File: src/rtl/core/cmdv_pkg.sv
// shared types, constants and header decode for the command stream validator
`timescale 1ns / 1ps

package cmdv_pkg;

    // field widths
    localparam int WORD_W   = 32;
    localparam int LEN_W    = 17;
    localparam int PLEFT_W  = 18;
    localparam int RING_W   = 25;
    localparam int KIND_W   = 2;
    localparam int ERR_W    = 2;

    // largest buffer accepted, in words
    localparam int unsigned MAX_BUFFER_WORDS = 65536;

    // ring size after reset, in bytes
    localparam logic [RING_W-1:0] RING_SIZE_RESET = RING_W'(131072);

    // fixed bytes the ring needs beyond the buffer: one extra word plus eight
    localparam logic [19:0] FIT_EXTRA_BYTES = 20'd12;

    // queue between decode and output, power of two
    localparam int QUEUE_DEPTH = 4;
    localparam int QPTR_W      = $clog2(QUEUE_DEPTH);
    localparam int QCNT_W      = $clog2(QUEUE_DEPTH + 1);

    // result kinds
    localparam logic [KIND_W-1:0] KIND_HEADER  = 2'd0;
    localparam logic [KIND_W-1:0] KIND_PAYLOAD = 2'd1;
    localparam logic [KIND_W-1:0] KIND_PAD     = 2'd2;
    localparam logic [KIND_W-1:0] KIND_REJECT  = 2'd3;

    // error codes
    localparam logic [ERR_W-1:0] ERR_NONE    = 2'd0;
    localparam logic [ERR_W-1:0] ERR_ILLEGAL = 2'd1;
    localparam logic [ERR_W-1:0] ERR_OVERRUN = 2'd2;
    localparam logic [ERR_W-1:0] ERR_TOOBIG  = 2'd3;

    // header client field
    localparam logic [2:0] CLIENT_MI = 3'h0;
    localparam logic [2:0] CLIENT_2D = 3'h2;
    localparam logic [2:0] CLIENT_3D = 3'h3;

    // misc-client opcodes that are allowed
    localparam logic [5:0] MI_NOOP       = 6'h00;
    localparam logic [5:0] MI_CACHE_SYNC = 6'h04;

    // 3d-client opcodes
    localparam logic [4:0] OP3D_SHORT_MAX = 5'h18;
    localparam logic [4:0] OP3D_SHORT_ALT = 5'h1c;
    localparam logic [4:0] OP3D_MULTI     = 5'h1d;
    localparam logic [4:0] OP3D_STATE     = 5'h1e;
    localparam logic [4:0] OP3D_PRIM      = 5'h1f;

    // sub-opcodes of the multi-dword 3d packet
    localparam logic [7:0] SUB_SHORT5 = 8'h03;
    localparam logic [7:0] SUB_SHORT4 = 8'h04;

    // one decoded word waiting for the output side
    typedef struct packed {
        logic [WORD_W-1:0] word;
        logic [KIND_W-1:0] kind;
        logic [ERR_W-1:0]  err;
        logic              last;      // final word of the buffer
        logic              pad;       // a zero pad result follows this one
    } t_entry;

    // packet length in words including the header; zero means illegal
    function automatic logic [PLEFT_W-1:0] packet_words(input logic [WORD_W-1:0] w);
        logic [2:0]         client;
        logic [5:0]         op6;
        logic [4:0]         op5;
        logic [7:0]         sub;
        logic [16:0]        half;
        logic [PLEFT_W-1:0] sz;
        client = w[31:29];
        op6    = w[28:23];
        op5    = w[28:24];
        sub    = w[23:16];
        half   = 17'((18'(w[15:0]) + 18'd1) >> 1);
        sz     = '0;
        case (client)
            CLIENT_MI: begin
                if (op6 == MI_NOOP || op6 == MI_CACHE_SYNC) begin
                    sz = PLEFT_W'(1);
                end
            end
            CLIENT_2D: begin
                sz = PLEFT_W'(w[7:0]) + PLEFT_W'(2);
            end
            CLIENT_3D: begin
                if (op5 <= OP3D_SHORT_MAX || op5 == OP3D_SHORT_ALT) begin
                    sz = PLEFT_W'(1);
                end else if (op5 == OP3D_MULTI) begin
                    if (sub == SUB_SHORT5) begin
                        sz = PLEFT_W'(w[4:0]) + PLEFT_W'(2);
                    end else if (sub == SUB_SHORT4) begin
                        sz = PLEFT_W'(w[3:0]) + PLEFT_W'(2);
                    end else begin
                        sz = PLEFT_W'(w[15:0]) + PLEFT_W'(2);
                    end
                end else if (op5 == OP3D_STATE) begin
                    sz = w[23] ? PLEFT_W'(w[15:0]) + PLEFT_W'(1) : PLEFT_W'(1);
                end else if (op5 == OP3D_PRIM) begin
                    if (!w[23]) begin
                        sz = PLEFT_W'(w[16:0]) + PLEFT_W'(2);
                    end else if (w[17]) begin
                        sz = (w[15:0] == 16'd0) ? '0 : PLEFT_W'(half) + PLEFT_W'(1);
                    end else begin
                        sz = PLEFT_W'(2);
                    end
                end else begin
                    sz = '0;
                end
            end
            default: begin
                sz = '0;
            end
        endcase
        return sz;
    endfunction

endpackage

File: src/rtl/core/cmdv_front.sv
// decode side: buffer tracking, fit check, header decode and rejection
`timescale 1ns / 1ps

module cmdv_front (
    input  logic                          i_clk,
    input  logic                          i_rst_n,
    input  logic                          i_cfg_wr_en,
    input  logic [cmdv_pkg::RING_W-1:0]   i_cfg_wr_data,
    input  logic                          i_accept,
    input  logic [cmdv_pkg::WORD_W-1:0]   i_word,
    input  logic [cmdv_pkg::LEN_W-1:0]    i_buffer_length,
    input  logic                          i_first_of_buffer,
    output logic                          o_wr_en,
    output cmdv_pkg::t_entry              o_wr_data
);
    import cmdv_pkg::*;

    logic [RING_W-1:0]  r_ring_size;
    logic [PLEFT_W-1:0] r_payload_left, n_payload_left;
    logic [LEN_W-1:0]   r_word_index, n_word_index;
    logic [LEN_W-1:0]   r_length, n_length;
    logic               r_rejected, n_rejected;

    logic [LEN_W-1:0]   eff_len, eff_idx, idx_inc;
    logic [PLEFT_W-1:0] eff_pleft, sz;
    logic               eff_rej, too_big, past_end, overrun, do_reject;
    logic [19:0]        need_bytes;
    logic [LEN_W+1:0]   pkt_end;
    logic [ERR_W-1:0]   rej_code;
    logic [KIND_W-1:0]  kind;

    // a first word restarts all counters
    assign eff_len   = i_first_of_buffer ? i_buffer_length : r_length;
    assign eff_idx   = i_first_of_buffer ? '0 : r_word_index;
    assign eff_pleft = i_first_of_buffer ? '0 : r_payload_left;
    assign eff_rej   = i_first_of_buffer ? 1'b0 : r_rejected;

    assign need_bytes = 20'({i_buffer_length, 2'b00}) + FIT_EXTRA_BYTES;
    assign too_big    = i_first_of_buffer && (i_buffer_length != '0) &&
                        ((RING_W'(need_bytes) >= r_ring_size) ||
                         (32'(i_buffer_length) > MAX_BUFFER_WORDS));

    assign past_end = eff_rej || (eff_idx >= eff_len);
    assign sz       = packet_words(i_word);
    assign pkt_end  = (LEN_W+2)'(eff_idx) + (LEN_W+2)'(sz);
    assign overrun  = pkt_end > (LEN_W+2)'(eff_len);
    assign idx_inc  = eff_idx + LEN_W'(1);

    always_comb begin
        n_length       = eff_len;
        n_word_index   = eff_idx;
        n_payload_left = eff_pleft;
        n_rejected     = eff_rej;
        do_reject      = 1'b0;
        rej_code       = ERR_NONE;
        kind           = KIND_HEADER;
        o_wr_en        = 1'b0;
        if (too_big) begin
            do_reject = 1'b1;
            rej_code  = ERR_TOOBIG;
        end else if (!past_end) begin
            if (eff_pleft != '0) begin
                n_payload_left = eff_pleft - PLEFT_W'(1);
                kind           = KIND_PAYLOAD;
                n_word_index   = idx_inc;
                o_wr_en        = 1'b1;
            end else if (sz == '0) begin
                do_reject = 1'b1;
                rej_code  = ERR_ILLEGAL;
            end else if (overrun) begin
                do_reject = 1'b1;
                rej_code  = ERR_OVERRUN;
            end else begin
                n_payload_left = sz - PLEFT_W'(1);
                kind           = KIND_HEADER;
                n_word_index   = idx_inc;
                o_wr_en        = 1'b1;
            end
        end
        if (do_reject) begin
            n_rejected     = 1'b1;
            n_payload_left = '0;
            o_wr_en        = 1'b1;
        end
        o_wr_en = o_wr_en && i_accept;
    end

    always_comb begin
        o_wr_data.word = do_reject ? '0 : i_word;
        o_wr_data.kind = do_reject ? KIND_REJECT : kind;
        o_wr_data.err  = rej_code;
        o_wr_data.last = do_reject || (idx_inc == eff_len);
        o_wr_data.pad  = !do_reject && (idx_inc == eff_len) && eff_len[0];
    end

    always_ff @(posedge i_clk) begin
        if (!i_rst_n) begin
            r_ring_size    <= RING_SIZE_RESET;
            r_payload_left <= '0;
            r_word_index   <= '0;
            r_length       <= '0;
            r_rejected     <= 1'b0;
        end else begin
            if (i_cfg_wr_en) begin
                r_ring_size <= i_cfg_wr_data;
            end
            if (i_accept) begin
                r_payload_left <= n_payload_left;
                r_word_index   <= n_word_index;
                r_length       <= n_length;
                r_rejected     <= n_rejected;
            end
        end
    end

endmodule

File: src/rtl/core/cmdv_queue.sv
// small register queue between the decode side and the output side
`timescale 1ns / 1ps

module cmdv_queue (
    input  logic             i_clk,
    input  logic             i_rst_n,
    input  logic             i_wr_en,
    input  cmdv_pkg::t_entry i_wr_data,
    output logic             o_full,
    input  logic             i_rd_en,
    output cmdv_pkg::t_entry o_rd_data,
    output logic             o_empty
);
    import cmdv_pkg::*;

    t_entry              r_mem [QUEUE_DEPTH];
    logic [QPTR_W-1:0]   r_wr_ptr, r_rd_ptr;
    logic [QCNT_W-1:0]   r_count;
    logic                wr_fire, rd_fire;

    assign o_full    = (r_count == QCNT_W'(QUEUE_DEPTH));
    assign o_empty   = (r_count == '0);
    assign o_rd_data = r_mem[r_rd_ptr];
    assign wr_fire   = i_wr_en && !o_full;
    assign rd_fire   = i_rd_en && !o_empty;

    always_ff @(posedge i_clk) begin
        if (wr_fire) begin
            r_mem[r_wr_ptr] <= i_wr_data;
        end
    end

    // pointers wrap naturally, depth is a power of two
    always_ff @(posedge i_clk) begin
        if (!i_rst_n) begin
            r_wr_ptr <= '0;
            r_rd_ptr <= '0;
            r_count  <= '0;
        end else begin
            if (wr_fire) begin
                r_wr_ptr <= r_wr_ptr + QPTR_W'(1);
            end
            if (rd_fire) begin
                r_rd_ptr <= r_rd_ptr + QPTR_W'(1);
            end
            if (wr_fire && !rd_fire) begin
                r_count <= r_count + QCNT_W'(1);
            end else if (rd_fire && !wr_fire) begin
                r_count <= r_count - QCNT_W'(1);
            end
        end
    end

endmodule

File: src/rtl/core/cmdv_back.sv
// output side: result register and zero pad insertion
`timescale 1ns / 1ps

module cmdv_back (
    input  logic                          i_clk,
    input  logic                          i_rst_n,
    input  logic                          i_q_empty,
    input  cmdv_pkg::t_entry              i_q_data,
    output logic                          o_q_rd_en,
    output logic                          empty,
    input  logic                          pop,
    output logic [cmdv_pkg::WORD_W-1:0]   o_out_word,
    output logic [cmdv_pkg::KIND_W-1:0]   o_kind,
    output logic [cmdv_pkg::ERR_W-1:0]    o_error_code,
    output logic                          o_last_of_buffer
);
    import cmdv_pkg::*;

    logic               r_valid;
    logic               r_pad_pending;
    logic [WORD_W-1:0]  r_word;
    logic [KIND_W-1:0]  r_kind;
    logic [ERR_W-1:0]   r_err;
    logic               r_last;
    logic               load;

    assign load      = !r_valid || pop;
    assign o_q_rd_en = load && !r_pad_pending && !i_q_empty;

    always_ff @(posedge i_clk) begin
        if (!i_rst_n) begin
            r_valid       <= 1'b0;
            r_pad_pending <= 1'b0;
        end else if (load) begin
            if (r_pad_pending) begin
                r_valid       <= 1'b1;
                r_pad_pending <= 1'b0;
            end else begin
                r_valid       <= !i_q_empty;
                r_pad_pending <= !i_q_empty && i_q_data.pad;
            end
        end
    end

    always_ff @(posedge i_clk) begin
        if (load) begin
            if (r_pad_pending) begin
                r_word <= '0;
                r_kind <= KIND_PAD;
                r_err  <= ERR_NONE;
                r_last <= 1'b1;
            end else begin
                r_word <= i_q_data.word;
                r_kind <= i_q_data.kind;
                r_err  <= i_q_data.err;
                r_last <= i_q_data.last && !i_q_data.pad;
            end
        end
    end

    assign empty            = !r_valid;
    assign o_out_word       = r_word;
    assign o_kind           = r_kind;
    assign o_error_code     = r_err;
    assign o_last_of_buffer = r_last;

`ifndef ASSERT_OFF
    // a pending pad always sits behind a shown result
    a_pad_behind_result: assert property (@(posedge i_clk) disable iff (!i_rst_n)
        r_pad_pending |-> r_valid)
        else $error("pad pending with no result shown");

    // the pad is the very next result after the word that asked for it
    a_pad_next: assert property (@(posedge i_clk) disable iff (!i_rst_n)
        (load && r_pad_pending) |=> (r_valid && r_kind == KIND_PAD))
        else $error("pad result not emitted next");

    // error code is set exactly on rejections
    a_err_on_reject: assert property (@(posedge i_clk) disable iff (!i_rst_n)
        r_valid |-> ((r_kind == KIND_REJECT) == (r_err != ERR_NONE)))
        else $error("error code and kind disagree");

    // a pad or a rejection always closes the buffer
    a_close_buffer: assert property (@(posedge i_clk) disable iff (!i_rst_n)
        (r_valid && (r_kind == KIND_PAD || r_kind == KIND_REJECT)) |-> r_last)
        else $error("pad or rejection without last mark");
`endif

endmodule

File: src/rtl/core/gpu_command_stream_validator_unit.sv
// top level of the command stream validator
`timescale 1ns / 1ps

// Checks a command buffer one 32-bit word per transfer and passes legal words on
// toward the command ring. The first word of a buffer (first_of_buffer high)
// latches the buffer length and checks that the buffer fits the ring configured
// through i_cfg_wr_en / i_cfg_wr_data (ring size in bytes, 131072 after reset).
// Header words are decoded by client and opcode into a packet length; payload
// words follow unchanged. An illegal header, a packet running past the buffer
// end, or a buffer too large for the ring yields one result of kind rejected with
// the error code and last_of_buffer set; the rest of that buffer is swallowed and
// the consumer must drop what it already took for the buffer. A buffer with an
// odd word count ends with an extra zero pad result carrying the last mark.
// Words beyond the latched length, or before any buffer, give no result.
// Input and output look like queues: an input transfer happens when push is high
// and full is low, an output transfer when pop is high and empty is low. The
// block takes one word per clock while full is low. The decode side updates its
// counters with each transfer and writes a four-entry queue; a word passes that
// queue and then the output register, which drains it at one result per clock
// while pop is high, so an odd-length buffer needs one extra result for its pad.
// Configuration is to be written only while the block is idle.
module gpu_command_stream_validator_unit (
    input  logic                          i_clk,
    input  logic                          i_rst_n,
    // configuration
    input  logic                          i_cfg_wr_en,
    input  logic [cmdv_pkg::RING_W-1:0]   i_cfg_wr_data,
    // command words in
    input  logic                          push,
    output logic                          full,
    input  logic [cmdv_pkg::WORD_W-1:0]   i_word,
    input  logic [cmdv_pkg::LEN_W-1:0]    i_buffer_length,
    input  logic                          i_first_of_buffer,
    // results out
    output logic                          empty,
    input  logic                          pop,
    output logic [cmdv_pkg::WORD_W-1:0]   o_out_word,
    output logic [cmdv_pkg::KIND_W-1:0]   o_kind,
    output logic [cmdv_pkg::ERR_W-1:0]    o_error_code,
    output logic                          o_last_of_buffer
);
    import cmdv_pkg::*;

    logic   accept;
    logic   q_wr_en;
    t_entry q_wr_data;
    logic   q_full;
    logic   q_rd_en;
    t_entry q_rd_data;
    logic   q_empty;

    // input transfer when the queue has room
    assign full   = q_full;
    assign accept = push && !q_full;

    // decode side
    cmdv_front u_front (
        .i_clk             (i_clk),
        .i_rst_n           (i_rst_n),
        .i_cfg_wr_en       (i_cfg_wr_en),
        .i_cfg_wr_data     (i_cfg_wr_data),
        .i_accept          (accept),
        .i_word            (i_word),
        .i_buffer_length   (i_buffer_length),
        .i_first_of_buffer (i_first_of_buffer),
        .o_wr_en           (q_wr_en),
        .o_wr_data         (q_wr_data)
    );

    // decouples decode from output stalls
    cmdv_queue u_queue (
        .i_clk     (i_clk),
        .i_rst_n   (i_rst_n),
        .i_wr_en   (q_wr_en),
        .i_wr_data (q_wr_data),
        .o_full    (q_full),
        .i_rd_en   (q_rd_en),
        .o_rd_data (q_rd_data),
        .o_empty   (q_empty)
    );

    // output register with pad insertion
    cmdv_back u_back (
        .i_clk            (i_clk),
        .i_rst_n          (i_rst_n),
        .i_q_empty        (q_empty),
        .i_q_data         (q_rd_data),
        .o_q_rd_en        (q_rd_en),
        .empty            (empty),
        .pop              (pop),
        .o_out_word       (o_out_word),
        .o_kind           (o_kind),
        .o_error_code     (o_error_code),
        .o_last_of_buffer (o_last_of_buffer)
    );

endmodule
File: config.mk
export PLATFORM = sky130hd
export DESIGN_NAME = gpu_command_stream_validator_unit
export DESIGN_NICKNAME = d
export VERILOG_FILES = /design/src/rtl/core/cmdv_pkg.sv /design/src/rtl/core/cmdv_front.sv /design/src/rtl/core/cmdv_queue.sv /design/src/rtl/core/cmdv_back.sv /design/src/rtl/core/gpu_command_stream_validator_unit.sv
export SDC_FILE = /design/constraint.sdc
export NUM_CORES = 1
export LEC_CHECK = 0
export BUFFER_PORTS_ARGS = -buffer_cell sky130_fd_sc_hd__buf_2
export CORE_MARGIN = 2
export CORE_UTILIZATION = 35
export CTS_BUF_LIST = sky130_fd_sc_hd__clkbuf_16
export DETAILED_ROUTE_END_ITERATION = 6
export PLACE_DENSITY = 0.53
export RECOVER_POWER = 25
export SLEW_MARGIN = 0
export SYNTH_ARGS = -nofsm -noshare
export SYNTH_HDL_FRONTEND = slang
export SYNTH_SLANG_ARGS = --single-unit
File: constraint.sdc
create_clock -name i_clk -period 8.5 [get_ports i_clk]
set_clock_uncertainty 0.15 [all_clocks]
set_input_delay 0.85 -clock i_clk [delete_from_list [all_inputs] [get_ports i_clk]]
set_output_delay 0.85 -clock i_clk [all_outputs]
set_load 0.1 [all_outputs]
======== Yosys cells after proc, flatten, opt, wreduce, memory -nomap -nowiden ========
Memory sizes are Yosys's and may differ from the RTL's. A register that Yosys moved wholly into a read port is not among the register bits.
Index checks and enable logic that the tools add are counted.
storage, ports and cells
  register bits after elaboration ......... 124
  memory bits (writable) .................. 152
  input bits .............................. 80
  output and inout port bits .............. 39
  word-level logic and storage cells ...... 140
  memories kept ........................... 1
cells by class
  add/sub/neg operators ................... 16
  order comparisons ....................... 5
  equal/unequal tests ..................... 11
  mux-type cells .......................... 57
  reductions and logical operators ........ 36
memories
  name           words  width  read ports  clocked after Yosys merged registers in  write ports  line              RTL
  u_queue.r_mem  4      38     1           1                                        1            cmdv_queue.sv:16  t_entry r_mem [QUEUE_DEPTH];
operators by type and width
  cell                     count
  $mux W18                 17
  $mux W17                 7
  $pmux W18 S3             1
  $sub A18 B1 Y18 const B  2
  $mux W32                 1
  $ge A20 B25 Y1           1
  $add A19 B4 Y20 const B  1
  $eq A5 B5 Y1 const B     4
  $mux W2                  10
  $add A17 B18 Y19         1
  $gt A19 B17 Y1           1
  $mux W1                  19
  $add A17 B1 Y18 const B  1
  $add A17 B2 Y18 const B  1
  $logic_not A18 Y1        1
  $reduce_bool A18 Y1      1
  $add A16 B1 Y17 const B  1
  $add A16 B2 Y17 const B  1
  $add A17 B1 Y17 const B  1
  $eq A17 B17 Y1           1
  $ge A17 B17 Y1           1
  $gt A17 B17 Y1 const B   1
  $reduce_bool A17 Y1      1
  $logic_not A16 Y1        1
  other kinds (19)         48

======== Logic depth before layout (Yosys ltp) ========
Gate-level depths: netlist (run 1).
  depth after elaboration ................. 24
  mapped depth ............................ 35
  gate-level depth less buffers ........... 31

======== Cells and area by module ========
Synthesis (run 1) repeated with hierarchy kept, for this count alone.
unflattened totals
  cell total of the unflattened synthesis .. 1641
  area, all modules ....................... 17086.4 um^2
by module, submodules not included
  module                             times used  cells each  area each (um^2)  seq. area each (um^2)
  cmdv_front                         1           1304        9609.2            1561.5
  cmdv_queue                         1           246         5980.7            4744.6
  cmdv_back                          1           90          1482.7            1151.1
  gpu_command_stream_validator_unit  1           1           13.8              0.0

======== Worst setup path after synthesis (run 1) ========
OpenSTA, ideal clock, no wires.
  path type ............................... in2reg
  start point ............................. input i_first_of_buffer
  end point ............................... register u_front.r_word_index[14]
  library setup time ...................... 120 ps
  arrival time ............................ 7074 ps
  data required time ...................... 8230 ps
  path slack .............................. 1156 ps
  stages .................................. 29
  buffers on the path ..................... 7
  cells stage by stage .................... clkbuf_1 > clkbuf_1 > buf_1 > buf_1 > clkbuf_1 > buf_1 > nor2b_1 > fa_1 > a21oi_1 > o21ai_0 > a21oi_1 > a21oi_1 > o31a_1 > nand2_1 > o21ai_0 > a21o_1 > a21oi_1 > xnor2_1 > ha_1 > nand4_1 > nor4_1 > and4_1 > a21oi_1 > a21oi_1 > o31ai_1 > a21oi_1 > buf_2 > a21oi_1 > a211o_1
between the ends
  cells in the longest elaborated chain, start to end .. 8
  elaborated cells on any way between the ends .. 17
  classes of those cells .................. 2 x add/sub; 2 x order compare; 9 x mux; 4 x reduce/logical
RTL lines
  item                  line                                     RTL
  from (decl)           gpu_command_stream_validator_unit.sv:33  input logic i_first_of_buffer,
  $mux W17              cmdv_front.sv:34                         assign eff_idx = i_first_of_buffer ? '0 : r_word_index;
  $add A17 B18 Y19      cmdv_front.sv:45                         assign pkt_end = (LEN_W+2)'(eff_idx) + (LEN_W+2)'(sz);
  $gt A19 B17 Y1        cmdv_front.sv:46                         assign overrun = pkt_end > (LEN_W+2)'(eff_len);
  $mux W17              cmdv_front.sv:70                         end else if (overrun) begin
  $mux W17              cmdv_front.sv:67                         end else if (sz == '0) begin
  $mux W17              cmdv_front.sv:62                         if (eff_pleft != '0) begin
  $mux W17              cmdv_front.sv:61                         end else if (!past_end) begin
  $mux W17 (*)          cmdv_front.sv:58                         if (too_big) begin
  to (signal assigned)  cmdv_front.sv:109                        r_word_index <= n_word_index;
  to (decl)             cmdv_front.sv:20                         logic [LEN_W-1:0] r_word_index, n_word_index;
Every way passes the cells marked *; elsewhere a longest branch is shown, timed or not.
A chain may end at the register's enable or synchronous reset.

==> results of run 1 <==
==> routing by layer <==
metal,routed length [microns],vias to the layer above
met5,0,-
met4,1810,0
met3,2220,120
met2,23000,409
met1,22400,6490
li1,-,6429
==> state kept, by name (all words and copies together), names as in the netlist, named ones only <==
signal	flops
u_back.o_kind	2
u_back.o_last_of_buffer	1
u_queue.r_mem	152
u_back.r_valid	1
u_queue.r_rd_ptr	2
u_back.o_out_word	32
u_front.r_ring_size	25
u_queue.r_wr_ptr	2
u_front.r_payload_left	18
u_queue.r_count	3
u_front.r_length	17
u_back.o_error_code	2
u_front.r_rejected	1
u_back.r_pad_pending	1
u_front.r_word_index	17
==> cells in the mapped netlist, types with 28 or more instances <==
library cell	number	area, sq um
a211oi_1	28	210
a21o_1	28	210
a21oi_1	67	335
and2_1	36	225
clkbuf_1	50	188
dfxtp_1	89	1780
edfxtp_1	189	5680
ha_1	83	1040
inv_1	61	229
mux2i_1	44	440
mux4_2	38	856
nand2_1	104	390
nand3_1	48	240
nor2_1	140	526
nor2b_1	57	357
nor3_1	59	295
o21ai_0	63	315
xnor2_1	65	569
xor2_1	37	324
==> layout by cell type (no fill, tap or decap), types with 8 or more instances in the layout <==
cell type	instances
a211oi_1	28
a21o_1	28
a21oi_1	67
a22oi_1	8
a31oi_1	12
a32o_1	11
and2_1	32
and3_1	10
buf_2	101
buf_4	31
clkbuf_1	20
clkbuf_16	31
clkinv_1	9
dfxtp_1	87
edfxtp_1	189
ha_1	83
inv_1	65
mux2i_1	44
mux4_2	38
nand2_1	104
nand2b_1	17
nand3_1	48
nand4_1	25
nor2_1	140
nor2b_1	56
nor3_1	59
nor3b_1	8
nor4_1	27
o211ai_1	21
o21a_1	14
o21ai_0	63
o31ai_1	14
or3_1	9
or4_1	8
xnor2_1	65
xor2_1	37
==> cells by family (layout without fill, tap and decap cells) <==
logic type | after synthesis | after routing
and+or+nand+nor | 592 | 592
AOI/OAI and AO/OA | 361 | 361
DFF | 278 | 278
buffers and inverters | 152 | 272
xor gates and xnor gates | 102 | 102
adders and majority gates | 85 | 85
muxes | 84 | 84
==> metrics by stage <==
stage                     std cells  area, sq um
after floorplan                1654        17000
after global placement         2334        18300
after detailed placement       2334        18300
after CTS                      2389        19300
after global routing           2389        19200
final                          2389        19200
==> area by class of cell <==
class | instances | area share [%]
flip-flops and latches | 278 | 38.8
multi-input cells | 1224 | 46.6
inverters | 64 | 1.25
repair buffers | 153 | 4.33
clock buffers | 31 | 4.03
clock inverters | 24 | 1.07
well taps | 615 | 4.00
==> report_power, final <==
part / switching [uW] / internal (uW) / leakage (uW)
combinational: 1670 / 667 / 0.00436
clock: 529 / 774 / 0.000501
sequential: 127 / 1820 / 0.00254
==> worst max path at each step <==
| stage | cells after the start | startpoint | end |
|---|---|---|---|
| CTS | 31 | i_word[0] | u_queue.r_mem[1][12]$_DFFE_PP_ |
| global placement | 31 | i_word[0] | u_front.r_word_index[1]$_SDFFE_PN0P_ |
| floorplan | 29 | i_first_of_buffer | u_front.r_word_index[14]$_SDFFE_PN0P_ |
| global route | 32 | i_word[0] | u_front.r_rejected$_SDFFE_PN0P_ |
| finish | 33 | i_word[0] | u_queue.r_mem[1][12]$_DFFE_PP_ |
| detailed placement | 31 | i_word[0] | u_queue.r_mem[1][12]$_DFFE_PP_ |
==> critical path, delay by kind of cell <==
family	cells	cell delay, ns
AOI/OAI and AO/OA	11	2.05
xor gates and xnor gates	2	0.47
adders and majority gates	4	1.32
buffers and inverters	3	0.58
and+or+nand+nor	13	2.54
==> flow_summary_export.csv, run 1 <==
group,metric,value,unit
timing,hold_ws,0.321,ns
place,port_buffers,118,
timing,period_minus_slack,7.60,ns
place,pre_cts_ws,0.351,ns
finish,utilization,40.2,%
logic_synthesis,synth-simple-area-share,18.3,%
finish,seqCellArea,7460,sq um
drt,viasPerCell,5.63,
cts,postCtsSetupBuffers,0,
logic_synthesis,ys_warn_count,0,
grt,use_met3,2.13,%
grt,grt.met2_usage,32.3,%
logic_synthesis,muxShareOfSynthArea,7.74,%
place,hpwlAfterDp,35.8,mm
cts,clk-insertion-delay-late,0.57,ns
cts,ctsResizeCount,0,
cts,root_buffer,"clkbuf_16",
drt,post_drt_wl_per_cell,20.7,microns
worst_setup_path,r2r-start,"u_front.r_word_index[4]$_SDFFE_PN0P_",
power_and_ir_drop,p_leak,0.00740,uW
finish,syn2layout_area_growth,13.0,%
logic_synthesis,syn_inst,1654,
grt,use_met1,26.2,%
timing,rsz0062_at_grt,"false",
finish,multiInputGateArea,8960,sq um
worst_setup_path,crit_fanout,30,
worst_setup_path,slowest_stage,"or4_1",
worst_setup_path,required,8.71,ns
flow_run,max_cap_viol_count,4,
logic_synthesis,synth_xor_area_share,5.25,%
logic_synthesis,ys.flop_type,"edfxtp_1",
floorplan,core_area,47800,sq um
cts,clock-sinks,278,
timing,slew_headroom,-124,%
logic_synthesis,syn-num-nets,1819,
timing,post-route-period-util,89.4,%
timing,fin_setup_tns,0,ns
drt,first_pass_iters,5,
worst_setup_path,endpoint_kind,"flip-flop",
outcome,violations,"max-capacitance violations, max-slew violations",
logic_synthesis,yosysSeqAreaShare,43.8,%
timing,fin_ws,0.903,ns
worst_hold_path,min_path_type,"flip-flop to flip-flop",
grt,first_global_vias,13300,
grt,overflow,0,
power_and_ir_drop,total_power,5590,uW
outcome,outcome,"complete, but fails checks",
worst_hold_path,hold_start,"u_front.r_payload_left[4]$_SDFFE_PN0P_",
drt,ant_nets,0,
floorplan,die_area,50400,sq um
power_and_ir_drop,p_per_area,290,nW/um^2
worst_setup_path,start_kind,"primary input",
logic_synthesis,synthAdderAreaFrac,6.33,%
finish,layout.nets,1916,
cts,clkTransAtPathRegs,0.06,ns
drt,drt_iter0_markers,1028,
cts,tritoncts,"yes",
floorplan,initial_core_util,35.6,%
cts,cts_made_buffers,30,
worst_hold_path,min_path_cells,2,
timing,finalSetupViolCount,0,
cts,cts-htree-levels,1,
worst_setup_path,cp.arrival,7.81,ns
logic_synthesis,async_flop_share,0,%
worst_setup_path,crit_top_cell,"ha_1",
floorplan,rows,80,
timing,slew_viol_final,161,
logic_synthesis,syn_area,17000,sq um
logic_synthesis,synth-edff-count,189,
finish,antenna_cells,0,
cts,postCtsHoldBufs,0,
logic_synthesis,ys_seq_elements,278,
grt,antenna_found_initial,1,
logic_synthesis,synth_cell_type_count,92,
worst_setup_path,r2r_end,"u_queue.r_mem[1][12]$_DFFE_PP_",
floorplan,die_w,225,microns
worst_setup_path,reg2reg_depth,23,
worst_setup_path,critPathKind,"primary input to flip-flop",
timing,max_freq,132,MHz
logic_synthesis,synth_compound_area_share,14.9,%
worst_setup_path,max_stage_delay,0.50,ns
place,gp_congestion,0.927,
drt,postRouteWirelength,49.4,mm
timing,hold_viol_final,0,
grt,grt_pass1_wl,77.2,mm
drt,drc_errors,0,
logic_synthesis,syn_avg_cell_area,10.3,sq um
timing,max_slew.worst_pin.slew,3.36,ns
power_and_ir_drop,irDropWorstVdd,0.149,mV
grt,grt_max_degree,57,
worst_hold_path,whs_endpoint,"u_front.r_payload_left[4]$_SDFFE_PN0P_",
cts,clockBufferDepth,3,
grt,track_usage,19.4,%
worst_setup_path,rrSetupSlack,2.54,ns
logic_synthesis,synth_top_family_by_area,"simple AND/OR/NAND/NOR gates",
floorplan,ios,119,
floorplan,die_h,225,microns
drt,via_count,13400,
grt,busiest_layer,"met2",
finish,fillerInstances,4716,
finish,drive_gt1_share,14.5,%
No activity file was read; power rests on OpenSTA's default activity.
==> inputs of run 2 (changes only) <==
- ABC_AREA: not set -> 1
==> run 2 against run 1 <==
  * The flow still finishes with violations (max-capacitance violations, max-slew violations)
  * Clock power grew 5%
  * Clock-buffer cell count grew 4
  * Sequential share of layout area fell by 0.36 points
  * Maximum frequency grew 15%
  * Setup slack better by 0.99 ns
  * Total power increased by 15%
  * Sequential cell count did not move
  * Sequential power grew 5%
  * Worst hold slack got worse by 0.0078 ns
  * Register-to-register slack improved by 0.79 ns
  * Via count rose by 11%
  * Utilization increased by 0.28 points
  * Largest cell class unchanged
==> flow_summary_export.csv, run 2 <==
group,metric,value,unit
drt,viasPerCell,5.16,
cts,cts-htree-levels,2,
drt,ant_nets,0,
timing,rsz0062_at_grt,"false",
grt,grt_max_degree,77,
grt,antenna_found_initial,1,
power_and_ir_drop,p_leak,0.00831,uW
place,port_buffers,118,
logic_synthesis,syn_area,17100,sq um
grt,overflow,0,
worst_setup_path,crit_top_cell,"nand2_1",
logic_synthesis,syn-num-nets,2304,
drt,post_drt_wl_per_cell,17.9,microns
power_and_ir_drop,swShare,46.7,%
place,hpwlAfterDp,37.7,mm
flow_run,max_cap_viol_count,3,
logic_synthesis,ys.flop_type,"edfxtp_1",
timing,hold_viol_final,0,
timing,finalSetupViolCount,0,
logic_synthesis,async_flop_share,0,%
worst_setup_path,crit_fanout,40,
floorplan,ios,119,
worst_hold_path,min_path_type,"flip-flop to flip-flop",
power_and_ir_drop,internal_power,3410,uW
logic_synthesis,syn_avg_cell_area,7.99,sq um
finish,top_register,"u_queue.r_mem",
worst_setup_path,start_kind,"primary input",
logic_synthesis,synthMostInstantiatedCell,"nand2_1",
drt,drc_errors,0,
finish,largest_reg_flops,152,
logic_synthesis,yosys-top-cells-area,"edfxtp_1, dfxtp_1, nand2_1",
finish,mostFrequentLayoutCells,"nand2_1, nor2_1, inv_1, o21ai_0, edfxtp_1",
cts,clkTransAtPathRegs,0.06,ns
worst_setup_path,cp.buffers_inverters,5,
timing,slew_viol_final,133,
power_and_ir_drop,total_power,6400,uW
cts,ctsResizeCount,0,
drt,postRouteWirelength,51.8,mm
cts,postCtsHoldBufs,0,
floorplan,initial_core_util,35.7,%
timing,max_slew.worst_pin.slew,2.81,ns
cts,root_buffer,"clkbuf_16",
power_and_ir_drop,comb_power_share,46.9,%
floorplan,die_w,225,microns
logic_synthesis,yosysSeqAreaShare,43.6,%
logic_synthesis,syn_inst,2139,
cts,clk-insertion-delay-late,0.55,ns
cts,clockBufferDepth,3,
outcome,violations,"max-capacitance violations, max-slew violations",
cts,tritoncts,"yes",
worst_setup_path,cp.arrival,6.77,ns
floorplan,die_h,225,microns
logic_synthesis,synth_top_area_share,33.2,%
worst_setup_path,endpoint_kind,"flip-flop",
drt,via_count,14900,
cts,cts_made_buffers,34,
power_and_ir_drop,p_per_area,330,nW/um^2
logic_synthesis,yosys.area.top_type,"edfxtp_1",
worst_setup_path,path_delay_family,"simple AND/OR/NAND/NOR gates",
timing,slew_headroom,-87.0,%
finish,fillerInstances,4905,
logic_synthesis,synth_cell_type_count,56,
worst_setup_path,required,8.66,ns
drt,first_pass_iters,5,
power_and_ir_drop,power_frac_clock,21.3,%
floorplan,die_area,50600,sq um
power_and_ir_drop,pwr-share-seq,31.8,%
floorplan,rows,80,
place,gp_congestion,0.934,
cts,clock-sinks,278,
finish,drive_gt1_share,10.9,%
cts,postCtsSetupBuffers,0,
finish,seqCellArea,7460,sq um
logic_synthesis,synthTopCellsByCount,"nand2_1, nor2_1, inv_1",
finish,final_common_cell,"nand2_1",
timing,fin_setup_tns,0,ns
finish,stdcell_count,2892,
finish,layout.nets,2416,
grt,grt_pass1_wl,80.4,mm
logic_synthesis,ys_seq_elements,278,
place,dp_cells,2830,
outcome,outcome,"complete, but fails checks",
worst_setup_path,slowest_stage,"nor3_1",
drt,drt_iter0_markers,1027,
timing,period_minus_slack,6.61,ns
power_and_ir_drop,p_switching,2990,uW
grt,track_usage,20.3,%
worst_setup_path,max_stage_delay,0.50,ns
logic_synthesis,ys_warn_count,0,
timing,max_freq,151,MHz
grt,first_global_vias,14200,
finish,syn2layout_area_growth,13.6,%
worst_setup_path,critPathKind,"primary input to flip-flop",
finish,multiInputGateArea,8440,sq um
logic_synthesis,synth-edff-count,189,
timing,post-route-period-util,77.8,%
floorplan,core_area,47900,sq um
power_and_ir_drop,irDropWorstVdd,0.224,mV
-- run 2: final cells by class --
class                           instances  area share (%)
Sequential cell                       278            38.4
Clock buffer                           35            4.51
Antenna cell                            1          0.0129
Tap cell                              615            3.96
Multi-Input combinational cell       1549            43.5
Inverter                              240            4.64
Timing Repair Buffer                  148            4.16
Clock inverter                         26           0.844
-- run 2: path summary, 6_finish.rpt --
check | end | startpoint | depth (start not counted) | slack [ns]
max reg2reg | u_queue.r_mem[2][0]$_DFFE_PP_ | u_front.r_word_index[0]$_SDFFE_PN0P_ | 27 | 3.33
max | u_queue.r_mem[2][0]$_DFFE_PP_ | i_word[0] | 37 | 1.89
min | u_front.r_payload_left[14]$_SDFFE_PN0P_ | u_front.r_payload_left[14]$_SDFFE_PN0P_ | 2 | 0.31
min reg2reg | u_front.r_payload_left[14]$_SDFFE_PN0P_ | u_front.r_payload_left[14]$_SDFFE_PN0P_ | 2 | 0.31
-- run 2: stage by stage --
stage,hold slack (ns),util (%),area [sq um],worst slack (ns)
2_1_floorplan,0.284,-,17100,2.73
3_3_place_gp,0.298,38.4,18400,1.57
3_5_place_dp,0.306,38.4,18400,1.42
4_1_cts,0.315,40.6,19500,1.97
5_1_grt,0.331,40.5,19400,1.34
6_report,0.314,40.5,19400,1.89
-- run 2: cell families (layout without fill, tap and decap cells) --
logic type                 Yosys count  count (layout)  share of synthesized area, %
AOI/OAI and AO/OA                  461             461                          14.9
xor gates and xnor gates            76              76                          3.89
adders and majority gates           85              85                          6.31
buffers and inverters              312             449                          7.24
DFF                                278             278                          43.6
muxes                                1               1                        0.0585
other                                0               1                             0
and+or+nand+nor                    926             926                          24.0
-- run 2: power groups by stage --
stage | clock (uW) | sequential [uW] | combinational, uW
3_5_place_dp | 0 | 2060 | 3030
3_3_place_gp | 0 | 2050 | 3010
6_report | 1360 | 2040 | 3000
5_1_grt | 1450 | 2070 | 3300
2_1_floorplan | 0 | 2720 | 1630
4_1_cts | 1400 | 2030 | 3040
-- run 2: worst min-delay path: cells and delay by family (launching register included) --
family,cells,cell delay [ns]
compound gates,1,0.05
flops,1,0.31
simple gates,1,0.06
-- run 2: metal layers --
| metal | vias up | track usage (%) | wire length (microns) |
|---|---|---|---|
| li1 | 7460 | - | - |
| met1 | 7044 | 27.4 | 24000 |
| met2 | 360 | 34.1 | 24300 |
| met3 | 68 | 3.36 | 2560 |
| met4 | 0 | 4.68 | 960 |
| met5 | - | 0 | 0 |
==> inputs of run 3 (changes only) <==
- ABC_AREA: 1 -> 0
- clock period: 8.5 -> 6.6 ns (I/O delays scaled with it)
==> run 3 against run 2 <==
  * Clock power up 12%
  * First-iteration DRC count fell by 8.1%
  * The flow still finishes with violations (max-capacitance violations, max-slew violations)
  * Cell count down 9.7%
==> flow_summary_export.csv, run 3 (synthesis gave the netlist of run 1 again) <==
group,metric,value,unit
timing,post-route-period-util,94.2,%
grt,antenna_found_initial,2,
power_and_ir_drop,irDropWorstVdd,0.227,mV
power_and_ir_drop,p_leak,0.00840,uW
cts,cts-htree-levels,1,
drt,first_pass_iters,5,
grt,first_global_vias,13700,
cts,postCtsHoldBufs,0,
floorplan,initial_core_util,35.6,%
finish,layout.nets,2136,
worst_setup_path,critPathLaunch,"i_word[0]",
worst_setup_path,required,6.74,ns
worst_setup_path,r2r_end,"u_queue.r_mem[1][31]$_DFFE_PP_",
drt,post_drt_wl_per_cell,19.9,microns
cts,tritoncts,"yes",
timing,max_freq,161,MHz
power_and_ir_drop,total_power,7210,uW
finish,largest_reg_flops,152,
worst_setup_path,path_delay_family,"simple AND/OR/NAND/NOR gates",
timing,slew_headroom,-123,%
finish,antenna_cells,0,
cts,clock-sinks,278,
timing,hold_viol_final,0,
timing,fin_setup_tns,0,ns
worst_setup_path,start_kind,"primary input",
worst_setup_path,crit_top_cell,"buf_4",
floorplan,core_area,47800,sq um
place,gp_congestion,0.912,
grt,grt_max_degree,58,
timing,finalSetupViolCount,0,
worst_setup_path,rrSetupSlack,1.32,ns
timing,slew_viol_final,162,
timing,period_minus_slack,6.21,ns
drt,via_count,14300,
worst_setup_path,cp.arrival,6.36,ns
place,hpwlAfterDp,39.0,mm
worst_setup_path,slowest_stage,"or4_1",
drt,drc_errors,0,
drt,drt_iter0_markers,944,
finish,top_register,"u_queue.r_mem",
floorplan,ios,119,
timing,max_slew.worst_pin.slew,3.34,ns
outcome,outcome,"complete, but fails checks",
floorplan,die_h,225,microns
drt,ant_nets,0,
finish,mostFrequentLayoutCells,"buf_4, edfxtp_1, nor2_1, nand2_1, dfxtp_1",
place,port_buffers,118,
worst_hold_path,min_path_type,"primary input to flip-flop",
power_and_ir_drop,p_per_area,345,nW/um^2
worst_setup_path,cp.buffers_inverters,6,
worst_setup_path,cp_num_cells,33,
worst_setup_path,r2r-start,"u_front.r_word_index[4]$_SDFFE_PN0P_",
cts,clk-insertion-delay-late,0.57,ns
finish,drive_gt1_share,23.7,%
worst_hold_path,min_path_cells,3,
cts,root_buffer,"clkbuf_16",
timing,rsz0062_at_grt,"false",
grt,track_usage,20.2,%
worst_setup_path,endpoint,"u_queue.r_mem[1][31]$_DFFE_PP_",
worst_setup_path,max_stage_delay,0.48,ns
finish,final_common_cell,"buf_4",
finish,fillerInstances,4653,
worst_setup_path,reg2reg_depth,25,
drt,viasPerCell,5.46,
outcome,violations,"max-capacitance violations, max-slew violations",
worst_setup_path,critPathKind,"primary input to flip-flop",
grt,overflow,0,
finish,syn2layout_area_growth,22.8,%
floorplan,die_area,50400,sq um
cts,clkTransAtPathRegs,0.06,ns
floorplan,rows,80,
cts,cts_made_buffers,31,
flow_run,max_cap_viol_count,4,
cts,clockBufferDepth,3,
worst_setup_path,crit_fanout,15,
worst_setup_path,endpoint_kind,"flip-flop",
floorplan,die_w,225,microns
drt,postRouteWirelength,52.1,mm
grt,grt_pass1_wl,79.7,mm
timing,hold_ws,0.172,ns
[run 3: changes by cell type in the layout (fill, tap and decap cells not counted), sizes merged, moves of 38 or more]
cell	before	now
inv	247	72
nand2	378	104
buf	117	327
xnor2	14	65
mux2i	1	44
nand3	96	50
nor2	365	141
nor2b	0	57
mux4	0	38
a21oi	185	69
o21ai	198	70
[run 3: metrics by stage]
stage	area (sq um)	instances	utilization, %	setup slack, ns
after floorplan	17100	1654	-	0.0350
after global placement	19900	2548	41.6	-0.349
after detailed placement	19900	2548	41.6	-0.512
after CTS	20800	2606	43.5	0.0325
after global routing	20900	2611	43.7	0.0359
final	20900	2611	43.7	0.386
[run 3: power by group]
group | total, uW | internal [uW] | switching, uW
Sequential | 2490 | 2350 | 137
Clock | 1530 | 846 | 685
Combinational | 3190 | 966 | 2230
[run 3: final cells by class]
class                      instances  area, sq um  area share [%]
timing repair buffer             371         2460            11.8
clock inverter                    27          123           0.586
tap                              615          769            3.68
clock buffer                      31          776            3.71
multi-input combinational       1225         9080            43.4
sequential                       278         7460            35.7
inverter                          64          245            1.17
[run 3: repair_timing]
action / in CTS / in global routing
endpoints found under the setup margin: 0 / 184
gates resized for setup: 0 / 27
buffers inserted: 0 / 3
[run 3: how the worst min path moves through the flow]
stage                                            from                                endpoint  slack [ns]
5_1_grt                              i_cfg_wr_data[3]     u_front.r_ring_size[3]$_SDFFE_PN0P_        0.18
2_1_floorplan  u_front.r_payload_left[4]$_SDFFE_PN0P_  u_front.r_payload_left[4]$_SDFFE_PN0P_        0.29
4_1_cts                             i_cfg_wr_data[17]    u_front.r_ring_size[17]$_SDFFE_PN1P_        0.15
3_5_place_dp     u_front.r_word_index[8]$_SDFFE_PN0P_    u_front.r_word_index[8]$_SDFFE_PN0P_        0.31
3_3_place_gp   u_front.r_payload_left[4]$_SDFFE_PN0P_  u_front.r_payload_left[4]$_SDFFE_PN0P_        0.30
6_report                            i_cfg_wr_data[17]    u_front.r_ring_size[17]$_SDFFE_PN1P_        0.17
[run 3: tightest hold or removal path, cell delays in order]
cell	delay, ns
buf_2	0.08
nand2_1	0.05
o211ai_1	0.06
[run 3: layer usage]
metal,wire length [microns],GRT usage (%)
met5,13,0
met4,1490,6.41
met3,2320,2.18
met2,24600,33.6
met1,23600,27.6
